===== src/rtl/horner_polynomial_evaluator_assert.svh =====
// Assertion macros for the Horner polynomial evaluator.
// Each macro samples on clock and is disabled while reset is high.
`ifndef HORNER_POLYNOMIAL_EVALUATOR_ASSERT_SVH
`define HORNER_POLYNOMIAL_EVALUATOR_ASSERT_SVH

// The consequent must hold in the same cycle as the antecedent.
`define HPE_ASSERT_SAME(label, ante, cons, msg) \
   label: assert property (@(posedge clock) disable iff (reset) (ante) |-> (cons)) \
      else $error(msg);

// The consequent must hold in the cycle after the antecedent.
`define HPE_ASSERT_NEXT(label, ante, cons, msg) \
   label: assert property (@(posedge clock) disable iff (reset) (ante) |=> (cons)) \
      else $error(msg);

`endif


===== src/rtl/hpe_pkg.sv =====
// Shared widths, codes and types for the Horner polynomial evaluator.
// No dependencies; used by hpe_mac and horner_polynomial_evaluator.
package hpe_pkg;

   localparam int COEF_W     = 16;
   localparam int X_W        = 16;
   localparam int VAL_W      = 48;
   localparam int TERM_W     = 5;
   localparam int INDEX_W    = 4;
   localparam int REQ_DATA_W = 40;
   localparam int RSP_DATA_W = 48;
   localparam int RSP_USER_W = 2;

   localparam logic ACTION_WRITE = 1'b0;
   localparam logic ACTION_EVAL  = 1'b1;

   typedef logic signed [COEF_W-1:0] coef_type;
   typedef logic signed [X_W-1:0]    x_type;
   typedef logic signed [VAL_W-1:0]  acc_type;

   typedef struct packed {
      logic    sat;
      acc_type value;
   } mac_result_type;

   localparam acc_type VAL_MAX = {1'b0, {(VAL_W-1){1'b1}}};
   localparam acc_type VAL_MIN = {1'b1, {(VAL_W-1){1'b0}}};

endpackage


===== src/rtl/horner_polynomial_evaluator.sv =====
// Horner polynomial evaluator top level: coefficient memory, sequencer and
// output register. Depends on hpe_pkg, hpe_mac and the assertion header.
//
//   Channel  Direction  Beat carries
//   req_     in         tuser action; tdata coef_index, coef_value, x_point
//   rsp_     out        tdata poly_value; tuser overflow, empty_res
//   csr_     in         term_count write, no read-back
//
// An evaluation over n effective terms steps through the shared
// multiply-accumulate unit, highest coefficient first; an empty polynomial
// goes straight to the finish state. The coefficient memory read is
// registered. Reset is synchronous and clears the term count, the sequencer
// state and the result valid flag. A finished result waits in the output
// register, and coefficient writes are still taken while it waits.
module horner_polynomial_evaluator #(
   parameter int MAX_TERMS = 16
) (
   input  logic                            clock,
   input  logic                            reset,
   input  logic                            req_tvalid,
   output logic                            req_tready,
   // [3:0] coef_index, [19:4] coef_value, [35:20] x_point, [39:36] unused.
   input  logic [hpe_pkg::REQ_DATA_W-1:0]  req_tdata,
   // [0] action.
   input  logic                            req_tuser,
   output logic                            rsp_tvalid,
   input  logic                            rsp_tready,
   // [47:0] poly_value.
   output logic [hpe_pkg::RSP_DATA_W-1:0]  rsp_tdata,
   // [0] overflow, [1] empty_res.
   output logic [hpe_pkg::RSP_USER_W-1:0]  rsp_tuser,
   input  logic                            csr_wr_en,
   input  logic [hpe_pkg::TERM_W-1:0]      csr_wr_data
);
   import hpe_pkg::*;

   localparam int AW = (MAX_TERMS > 1) ? $clog2(MAX_TERMS) : 1;
   localparam int CW = $clog2(MAX_TERMS + 1);

   localparam logic [2:0] ST_IDLE = 3'd0;
   localparam logic [2:0] ST_LOAD = 3'd1;
   localparam logic [2:0] ST_MUL  = 3'd2;
   localparam logic [2:0] ST_ADD  = 3'd3;
   localparam logic [2:0] ST_FIN  = 3'd4;

   logic [INDEX_W-1:0]    coef_index;
   coef_type              coef_value;
   x_type                 x_point;
   logic                  req_beat;

   logic [TERM_W-1:0]     term_count_ff;
   logic [CW-1:0]         n_eff;

   logic [2:0]            state_ff, state_in;
   logic [AW-1:0]         j_ff, j_in;
   acc_type               acc_ff, acc_in;
   x_type                 x_ff, x_in;
   logic                  ovf_ff, ovf_in;
   logic                  empty_ff, empty_in;

   coef_type              coef_mem [MAX_TERMS];
   coef_type              rd_data_ff;
   logic                  rd_en;
   logic [AW-1:0]         rd_addr;
   logic                  wr_en;
   logic [AW-1:0]         wr_addr;

   logic                  mul_en;
   mac_result_type        mac_result;

   logic                  rsp_tvalid_ff, rsp_tvalid_in;
   acc_type               rsp_data_ff;
   logic [RSP_USER_W-1:0] rsp_user_ff;
   logic                  load_out;
   logic                  out_free;

   assign coef_index = req_tdata[INDEX_W-1:0];
   assign coef_value = req_tdata[INDEX_W+COEF_W-1:INDEX_W];
   assign x_point    = req_tdata[INDEX_W+COEF_W+X_W-1:INDEX_W+COEF_W];

   assign req_tready = (state_ff == ST_IDLE);
   assign req_beat   = req_tvalid && req_tready;

   assign n_eff = (32'(term_count_ff) > MAX_TERMS) ? CW'(MAX_TERMS) : CW'(term_count_ff);

   assign wr_en   = req_beat && (req_tuser == ACTION_WRITE) && (32'(coef_index) < MAX_TERMS);
   assign wr_addr = AW'(coef_index);

   assign out_free = !rsp_tvalid_ff || rsp_tready;

   always_comb begin
      state_in = state_ff;
      j_in     = j_ff;
      acc_in   = acc_ff;
      x_in     = x_ff;
      ovf_in   = ovf_ff;
      empty_in = empty_ff;
      rd_en    = 1'b0;
      rd_addr  = j_ff;
      mul_en   = 1'b0;
      load_out = 1'b0;
      case (state_ff)
         ST_IDLE: begin
            if (req_beat && (req_tuser == ACTION_EVAL)) begin
               x_in   = x_point;
               ovf_in = 1'b0;
               if (n_eff == '0) begin
                  acc_in   = '0;
                  empty_in = 1'b1;
                  state_in = ST_FIN;
               end else begin
                  empty_in = 1'b0;
                  j_in     = AW'(n_eff - 1'b1);
                  rd_en    = 1'b1;
                  rd_addr  = AW'(n_eff - 1'b1);
                  state_in = ST_LOAD;
               end
            end
         end
         ST_LOAD: begin
            acc_in = {{(VAL_W-COEF_W-8){rd_data_ff[COEF_W-1]}}, rd_data_ff, 8'b0};
            if (j_ff == '0) begin
               state_in = ST_FIN;
            end else begin
               j_in     = j_ff - 1'b1;
               rd_en    = 1'b1;
               rd_addr  = j_ff - 1'b1;
               state_in = ST_MUL;
            end
         end
         ST_MUL: begin
            mul_en   = 1'b1;
            state_in = ST_ADD;
         end
         ST_ADD: begin
            acc_in = mac_result.value;
            ovf_in = ovf_ff || mac_result.sat;
            if (j_ff == '0) begin
               state_in = ST_FIN;
            end else begin
               j_in     = j_ff - 1'b1;
               rd_en    = 1'b1;
               rd_addr  = j_ff - 1'b1;
               state_in = ST_MUL;
            end
         end
         ST_FIN: begin
            if (out_free) begin
               load_out = 1'b1;
               state_in = ST_IDLE;
            end
         end
         default: begin
            state_in = ST_IDLE;
         end
      endcase
   end

   always_comb begin
      rsp_tvalid_in = rsp_tvalid_ff;
      if (load_out) begin
         rsp_tvalid_in = 1'b1;
      end else if (rsp_tready) begin
         rsp_tvalid_in = 1'b0;
      end
   end

   always_ff @(posedge clock) begin
      if (reset) begin
         state_ff      <= ST_IDLE;
         term_count_ff <= '0;
         rsp_tvalid_ff <= 1'b0;
      end else begin
         state_ff      <= state_in;
         rsp_tvalid_ff <= rsp_tvalid_in;
         if (csr_wr_en) begin
            term_count_ff <= csr_wr_data;
         end
      end
   end

   always_ff @(posedge clock) begin
      j_ff     <= j_in;
      acc_ff   <= acc_in;
      x_ff     <= x_in;
      ovf_ff   <= ovf_in;
      empty_ff <= empty_in;
      if (load_out) begin
         rsp_data_ff <= acc_ff;
         rsp_user_ff <= {empty_ff, ovf_ff};
      end
   end

   always_ff @(posedge clock) begin
      if (wr_en) begin
         coef_mem[wr_addr] <= coef_value;
      end
      if (rd_en) begin
         rd_data_ff <= coef_mem[rd_addr];
      end
   end

   hpe_mac u_mac (
      .clock  (clock),
      .mul_en (mul_en),
      .acc    (acc_ff),
      .x      (x_ff),
      .coef   (rd_data_ff),
      .result (mac_result)
   );

   assign rsp_tvalid = rsp_tvalid_ff;
   assign rsp_tdata  = rsp_data_ff;
   assign rsp_tuser  = rsp_user_ff;

   `include "horner_polynomial_evaluator_assert.svh"

   `HPE_ASSERT_SAME(a_empty_is_zero, rsp_tvalid_ff && rsp_user_ff[1], (rsp_data_ff == '0) && !rsp_user_ff[0], "Empty result carries a value or an overflow.")
   `HPE_ASSERT_NEXT(a_eval_starts, req_beat && (req_tuser == ACTION_EVAL) && (n_eff != '0), state_ff == ST_LOAD, "Evaluation did not start a coefficient load.")
   `HPE_ASSERT_SAME(a_mul_follows, state_ff == ST_MUL, ($past(state_ff) == ST_LOAD) || ($past(state_ff) == ST_ADD), "Multiply step without a coefficient read.")
   `HPE_ASSERT_SAME(a_out_from_fin, $rose(rsp_tvalid_ff), $past(state_ff) == ST_FIN, "Result beat raised outside the finish state.")

endmodule


===== src/rtl/hpe_mac.sv =====
// One Horner step on a shared multiply-accumulate unit: registered partial
// products of acc*x, then floor shift by 8, coefficient add and saturation.
// Depends on hpe_pkg.
module hpe_mac (
   input  logic                    clock,
   input  logic                    mul_en,
   input  hpe_pkg::acc_type        acc,
   input  hpe_pkg::x_type          x,
   input  hpe_pkg::coef_type       coef,
   output hpe_pkg::mac_result_type result
);
   import hpe_pkg::*;

   localparam int HALF_W = VAL_W / 2;
   localparam int LO_W   = HALF_W + 1 + X_W;
   localparam int HI_W   = HALF_W + X_W;
   localparam int PROD_W = VAL_W + X_W;
   localparam int SH_W   = PROD_W - 8;
   localparam int SUM_W  = SH_W + 1;

   logic signed [LO_W-1:0]   pp_lo_in, pp_lo_ff;
   logic signed [HI_W-1:0]   pp_hi_in, pp_hi_ff;
   logic signed [PROD_W-1:0] prod;
   logic signed [SH_W-1:0]   shifted;
   logic signed [SUM_W-1:0]  coef_ext;
   logic signed [SUM_W-1:0]  sum;
   logic                     sum_fits;

   assign pp_lo_in = $signed({1'b0, acc[HALF_W-1:0]}) * x;
   assign pp_hi_in = $signed(acc[VAL_W-1:HALF_W]) * x;

   always_ff @(posedge clock) begin
      if (mul_en) begin
         pp_lo_ff <= pp_lo_in;
         pp_hi_ff <= pp_hi_in;
      end
   end

   always_comb begin
      prod     = (PROD_W'(pp_hi_ff) <<< HALF_W) + PROD_W'(pp_lo_ff);
      shifted  = prod[PROD_W-1:8];
      coef_ext = {{(SUM_W-COEF_W-8){coef[COEF_W-1]}}, coef, 8'b0};
      sum      = $signed({shifted[SH_W-1], shifted}) + coef_ext;
      sum_fits = (sum[SUM_W-1:VAL_W-1] == '0) || (sum[SUM_W-1:VAL_W-1] == '1);
      result.sat = !sum_fits;
      if (sum_fits) begin
         result.value = sum[VAL_W-1:0];
      end else if (sum[SUM_W-1]) begin
         result.value = VAL_MIN;
      end else begin
         result.value = VAL_MAX;
      end
   end

endmodule


===== config.mk =====
export PLATFORM = sky130hd
export DESIGN_NAME = horner_polynomial_evaluator
export DESIGN_NICKNAME = d
export VERILOG_FILES = /design/src/rtl/hpe_pkg.sv /design/src/rtl/horner_polynomial_evaluator.sv /design/src/rtl/hpe_mac.sv
export VERILOG_INCLUDE_DIRS = /design/src /design/src/rtl
export SDC_FILE = /design/constraint.sdc
export NUM_CORES = 2
export LEC_CHECK = 0
export BUFFER_PORTS_ARGS = -buffer_cell sky130_fd_sc_hd__buf_2
export CORE_MARGIN = 2
export CORE_UTILIZATION = 25
export CTS_BUF_LIST = sky130_fd_sc_hd__clkbuf_4 sky130_fd_sc_hd__clkbuf_8
export CTS_CLUSTER_SIZE = 12
export DETAILED_ROUTE_END_ITERATION = 8
export GPL_TIMING_DRIVEN = 1
export PLACE_DENSITY_LB_ADDON = 0.12
export SETUP_SLACK_MARGIN = 0.3
export SLEW_MARGIN = 20
export SYNTH_ARGS = -nofsm -noshare
export SYNTH_HDL_FRONTEND = slang
export SYNTH_SLANG_ARGS = --single-unit

===== constraint.sdc =====
create_clock -name clock -period 9.6 [get_ports clock]
set_input_delay 1.44 -clock clock [delete_from_list [all_inputs] [get_ports clock]]
set_output_delay 1.44 -clock clock [all_outputs]
set_load 0.01 [all_outputs]

==> impl.org <==
** Global routing
- Vias in the first global route :: 35.9k
- For this run, the total global-route usage over all layers was measured as 0.146.
- The total overflow left after global routing is 0.
- Number of antenna violations at the first check in global routing :: 8
- Entering global routing, the biggest net connects 69 pins.
- The first global-routing pass estimated 222 mm of wire.

** STA
- Hold is met by 0.424 ns.
- Clock skew on the completed layout was measured at roughly 0.045 ns.
- Total negative setup slack :: 0 ns
- Setup repair after global routing missed its margin :: no
- Count of final setup violators :: 0
- The final hold violation count came to 0.
- Final count of pins violating max slew :: 0
- At the pin with the least slew margin, the transition time is ~1.2 ns.
- Setup ws final :: between 1 and 1.5 ns
- Achievable clock frequency :: 123 MHz
- Measured against its own limit, the worst slew margin works out to 0.203.
- Part of the cycle the worst path needs :: 0.848
- Clock period minus final worst setup slack :: between 8 and 9 ns

** Clock network
- Clock tree synthesis inserted a total of 94 buffers.
- TritonCTS built the clock tree.
- The number of hold buffers added after CTS was 0.
- The root buffer cell chosen for the clock tree is sky130_fd_sc_hd__clkbuf_8.
- Post-CTS timing repair inserted 0 buffers for setup.
- CTS built an H-tree with a depth of 3.
- Sink count of the clock tree :: 474
- Number of gates resized after CTS :: 0
- Clock Tree Buf Depth :: 3
- Insertion delay to the later sink of the worst-skew pair :: 0.81 ns
- Clock-pin transition on the worst setup and hold timing paths :: 0.06 ns

** Detailed routing
- Once detail routing completed, the nets flagged for antenna violations numbered 0.
- Routed via count :: 33.6k
- Routed wirelength normalized by instance count :: approximately 19 um
- The first detailed-routing pass took 5 iterations.
- DR DRC count :: 0
- In the routed layout, each cell is associated on average with a via count of 4.46.
- Number of design-rule violations left by the first detailed-router iteration :: 1959
- For this block, the routed nets add up to 142 mm of wire.

** Synthesis
- Sequential area share after synthesis :: 0.291
- Number of synthesized flops with an enable pin :: 461
- The synthesized netlist contains 76 unique library cells.
- Warnings, synthesis :: 0
- Async SR Flop Fraction :: 0
- Flip-flop cell with the highest count after synthesis :: sky130_fd_sc_hd__edfxtp_1
- Synth Area per Inst :: 9.97 um2
- Cells after synthesis :: 4866
- Counting flops and latches in the post-synthesis netlist gives 474.
- Netlist Area Pre-Place :: slightly below 0.05 mm2
- Counting every net in the synthesized netlist gives around 5.9k.

** Flow run
- Across the run, the number of max-cap violations was 0.

** Final layout
- Relative to the synthesized area, the layout overhead comes to 11.4%.
- In the final layout, the share of cells above drive strength 1 is 0.0767.
- At the end of the flow the core is filled with cells to 0.280.
- Filler cells :: just over 20k
- Number of nets in the finished design :: approximately 6.0k

** Critical path
- The critical path in this run is classified as flip-flop to flip-flop.
- At the worst endpoint, the arrival time is 8.68 ns.
- At the worst endpoint, the required time is 10.14 ns.
- Top delay family on crit path :: adder cells
- The worst setup path is launched from a flip-flop.
- Logic depth of the worst path, buffers included :: 24
- Largest fanout of any net on the critical path :: 21
- Delay contributed by the slowest stage of the critical path :: ~1.1 ns
- The slowest stage of the critical path belongs to the cell sky130_fd_sc_hd__edfxtp_1.
- In this design, the critical path's most frequently occurring cell is sky130_fd_sc_hd__fa_1.
- Together, buffers and inverters on the worst path number 5.
- STA classifies the critical path endpoint as a flip-flop.
- The number of cells on the worst reg-to-reg path is 24.
- The critical path goes through buf_4 > buf_4 > nand2_1 > fa_1 > inv_1 > fa_1 > fa_1 > inv_1 > fa_1 > inv_1 > fa_1 > fa_1 > ha_1 > a21o_1 > a21o_1 > a21oi_1 > o22ai_1 > a21oi_1 > a21o_1 > o31ai_1 > o31a_1 > a21o_1 > a21oi_1 > xnor2_1.

** Hold path
- Worst hold path type :: flip-flop to flip-flop
- The worst hold path was traced through 0 stages.

** Placement
- At the end of routability-driven placement, the weighted congestion stood at 0.784.
- The wire-length estimate of the detail-placed layout is 104 mm.
- The count of buffers added on input and output ports is between 90 and 100.
- Worst slack after detailed placement :: 1.47 ns

** Floorplanning
- Die outline width :: 444 um
- Area of the core :: a little under 0.2 mm2
- For this configuration, the core starts out at a cell density of 0.252.
- Height of the die :: ~440 um
- Pin placement for this block handled ~100 I/O pins.
- Site Rows :: 161
- Area enclosed by the die boundary :: 0.198 mm2

** Status
- The flow ran to the end, and the final reports show no timing, DRC or antenna violations.
## final timing paths
path / from / to / slack, ns
setup / recovery: x_ff[4] / u_mac.pp_hi_ff[39] / 1.46
hold reg to reg: empty_ff / rsp_tuser[1] / 0.42
setup reg to reg: x_ff[4] / u_mac.pp_hi_ff[39] / 1.46
hold / removal: empty_ff / rsp_tuser[1] / 0.42
## registers in the layout, indices dropped and copies added (netlist names)
| name | cells |
|---|---|
| ovf_ff | 1 |
| rsp_tuser | 2 |
| empty_ff | 1 |
| rsp_tdata | 48 |
| coef_mem | 256 |
| rsp_tvalid | 1 |
| term_count_ff | 5 |
| x_ff | 16 |
| state_ff | 3 |
| j_ff | 4 |
| u_mac.pp_lo_ff | 33 |
| acc_ff | 48 |
| rd_data_ff | 16 |
| u_mac.pp_hi_ff | 40 |
## routing by layer
| metal | global-route usage | vias to the layer above | wire length (um) |
|---|---|---|---|
| li1 | - | 15800 | - |
| met1 | 0.212 | 17200 | 70900 |
| met2 | 0.235 | 441 | 64600 |
| met3 | 0.0181 | 132 | 4080 |
| met4 | 0.0270 | 2 | 2250 |
| met5 | 0 | - | 13 |
## layout make-up
type | instances | area, um2 | area share
multi-input cells | 3320 | 30500 | 0.564
flip-flops and latches | 474 | 14100 | 0.261
inverters | 847 | 3180 | 0.0589
well taps | 2526 | 3160 | 0.0585
clock buffers | 124 | 1520 | 0.0281
repair buffers | 185 | 1180 | 0.0219
clock inverters | 43 | 403 | 0.00746
diodes | 5 | 12.5 | 0.000232
## cells by family (layout without fill, tap and decap cells)
| family | Yosys count | count (layout) | synth area share |
|---|---|---|---|
| fa+ha+maj | 1010 | 1010 | 0.366 |
| compound gates | 601 | 601 | 0.0829 |
| flops | 474 | 474 | 0.291 |
| simple gates | 1551 | 1551 | 0.148 |
| buf+inv | 1072 | 1199 | 0.0837 |
| other cells | 0 | 5 | 0 |
| xor+xnor | 148 | 148 | 0.0267 |
| mux | 10 | 10 | 0.00206 |
## synthesized netlist by cell type, types with 6 or more instances
cell                       number  share of area
sky130_fd_sc_hd__a311oi_1      35         0.0063
sky130_fd_sc_hd__edfxtp_1     461           0.29
sky130_fd_sc_hd__nor2b_1       13         0.0017
sky130_fd_sc_hd__nand3_1      113          0.012
sky130_fd_sc_hd__o211ai_1      11         0.0017
sky130_fd_sc_hd__xnor2_1       94          0.017
sky130_fd_sc_hd__fa_1         681           0.28
sky130_fd_sc_hd__a311o_1       17         0.0035
sky130_fd_sc_hd__nand2b_1      38         0.0049
sky130_fd_sc_hd__or3_1          8         0.0010
sky130_fd_sc_hd__o31ai_1        9         0.0014
sky130_fd_sc_hd__nor4_1         6        0.00077
sky130_fd_sc_hd__o21ai_0       76         0.0078
sky130_fd_sc_hd__buf_1         10        0.00077
sky130_fd_sc_hd__o21a_1        22         0.0034
sky130_fd_sc_hd__ha_1         329          0.085
sky130_fd_sc_hd__nand2_1      807          0.062
sky130_fd_sc_hd__a22oi_1        6        0.00093
sky130_fd_sc_hd__a211oi_1      24         0.0037
sky130_fd_sc_hd__and2_1       270          0.035
sky130_fd_sc_hd__o21bai_1      18         0.0028
sky130_fd_sc_hd__clkbuf_1     201          0.016
sky130_fd_sc_hd__and4_1         8         0.0014
sky130_fd_sc_hd__o211a_1        8         0.0017
sky130_fd_sc_hd__xor2_1        54         0.0098
sky130_fd_sc_hd__and3_1        50         0.0064
sky130_fd_sc_hd__a21oi_2       12         0.0022
sky130_fd_sc_hd__nand4_1       26         0.0034
sky130_fd_sc_hd__nor2_1       153          0.012
sky130_fd_sc_hd__a211o_1        6         0.0011
sky130_fd_sc_hd__a31oi_1       54         0.0070
sky130_fd_sc_hd__inv_1        847          0.066
sky130_fd_sc_hd__nor3_1        32         0.0033
sky130_fd_sc_hd__mux2i_1       10         0.0021
sky130_fd_sc_hd__or2_2          9         0.0012
sky130_fd_sc_hd__a21o_1        72          0.011
sky130_fd_sc_hd__buf_2          9        0.00093
sky130_fd_sc_hd__a21oi_1      177          0.018
sky130_fd_sc_hd__dfxtp_1       13         0.0054
## layout by cell type, fill, tap and decap left out, drive strengths merged, types with 6 or more instances in the layout
cell    synthesis  final
inv           847    851
nand2         807    807
fa            681    681
edfxtp        461    461
ha            329    329
and2          271    271
a21oi         189    189
buf            24    185
nor2          153    153
clkbuf        201    124
nand3         113    113
xnor2          94     94
o21ai          78     78
a21o           72     72
a31oi          54     54
xor2           54     54
and3           50     50
nand2b         38     38
a311oi         35     35
nor3           33     33
clkinv          0     30
nand4          26     26
a211oi         25     25
o21a           22     22
o21bai         18     18
a311o          17     17
nor2b          13     13
dfxtp          13     13
o211ai         11     11
or2            10     10
mux2i          10     10
o31ai           9      9
or3             8      8
and4            8      8
o211a           8      8
a211o           6      6
a22oi           6      6
nor4            6      6
## per-stage QoR
stage               std cells  area (um2)
finish                   7524       54000
global route             7524       54000
CTS                      7519       54000
detailed placement       7352       52100
global placement         7352       52100
floorplan                4866       48500
Power is left out: the tool's default activity adds up to more than one toggle a clock period on the data nets, which glitch-free logic cannot reach.
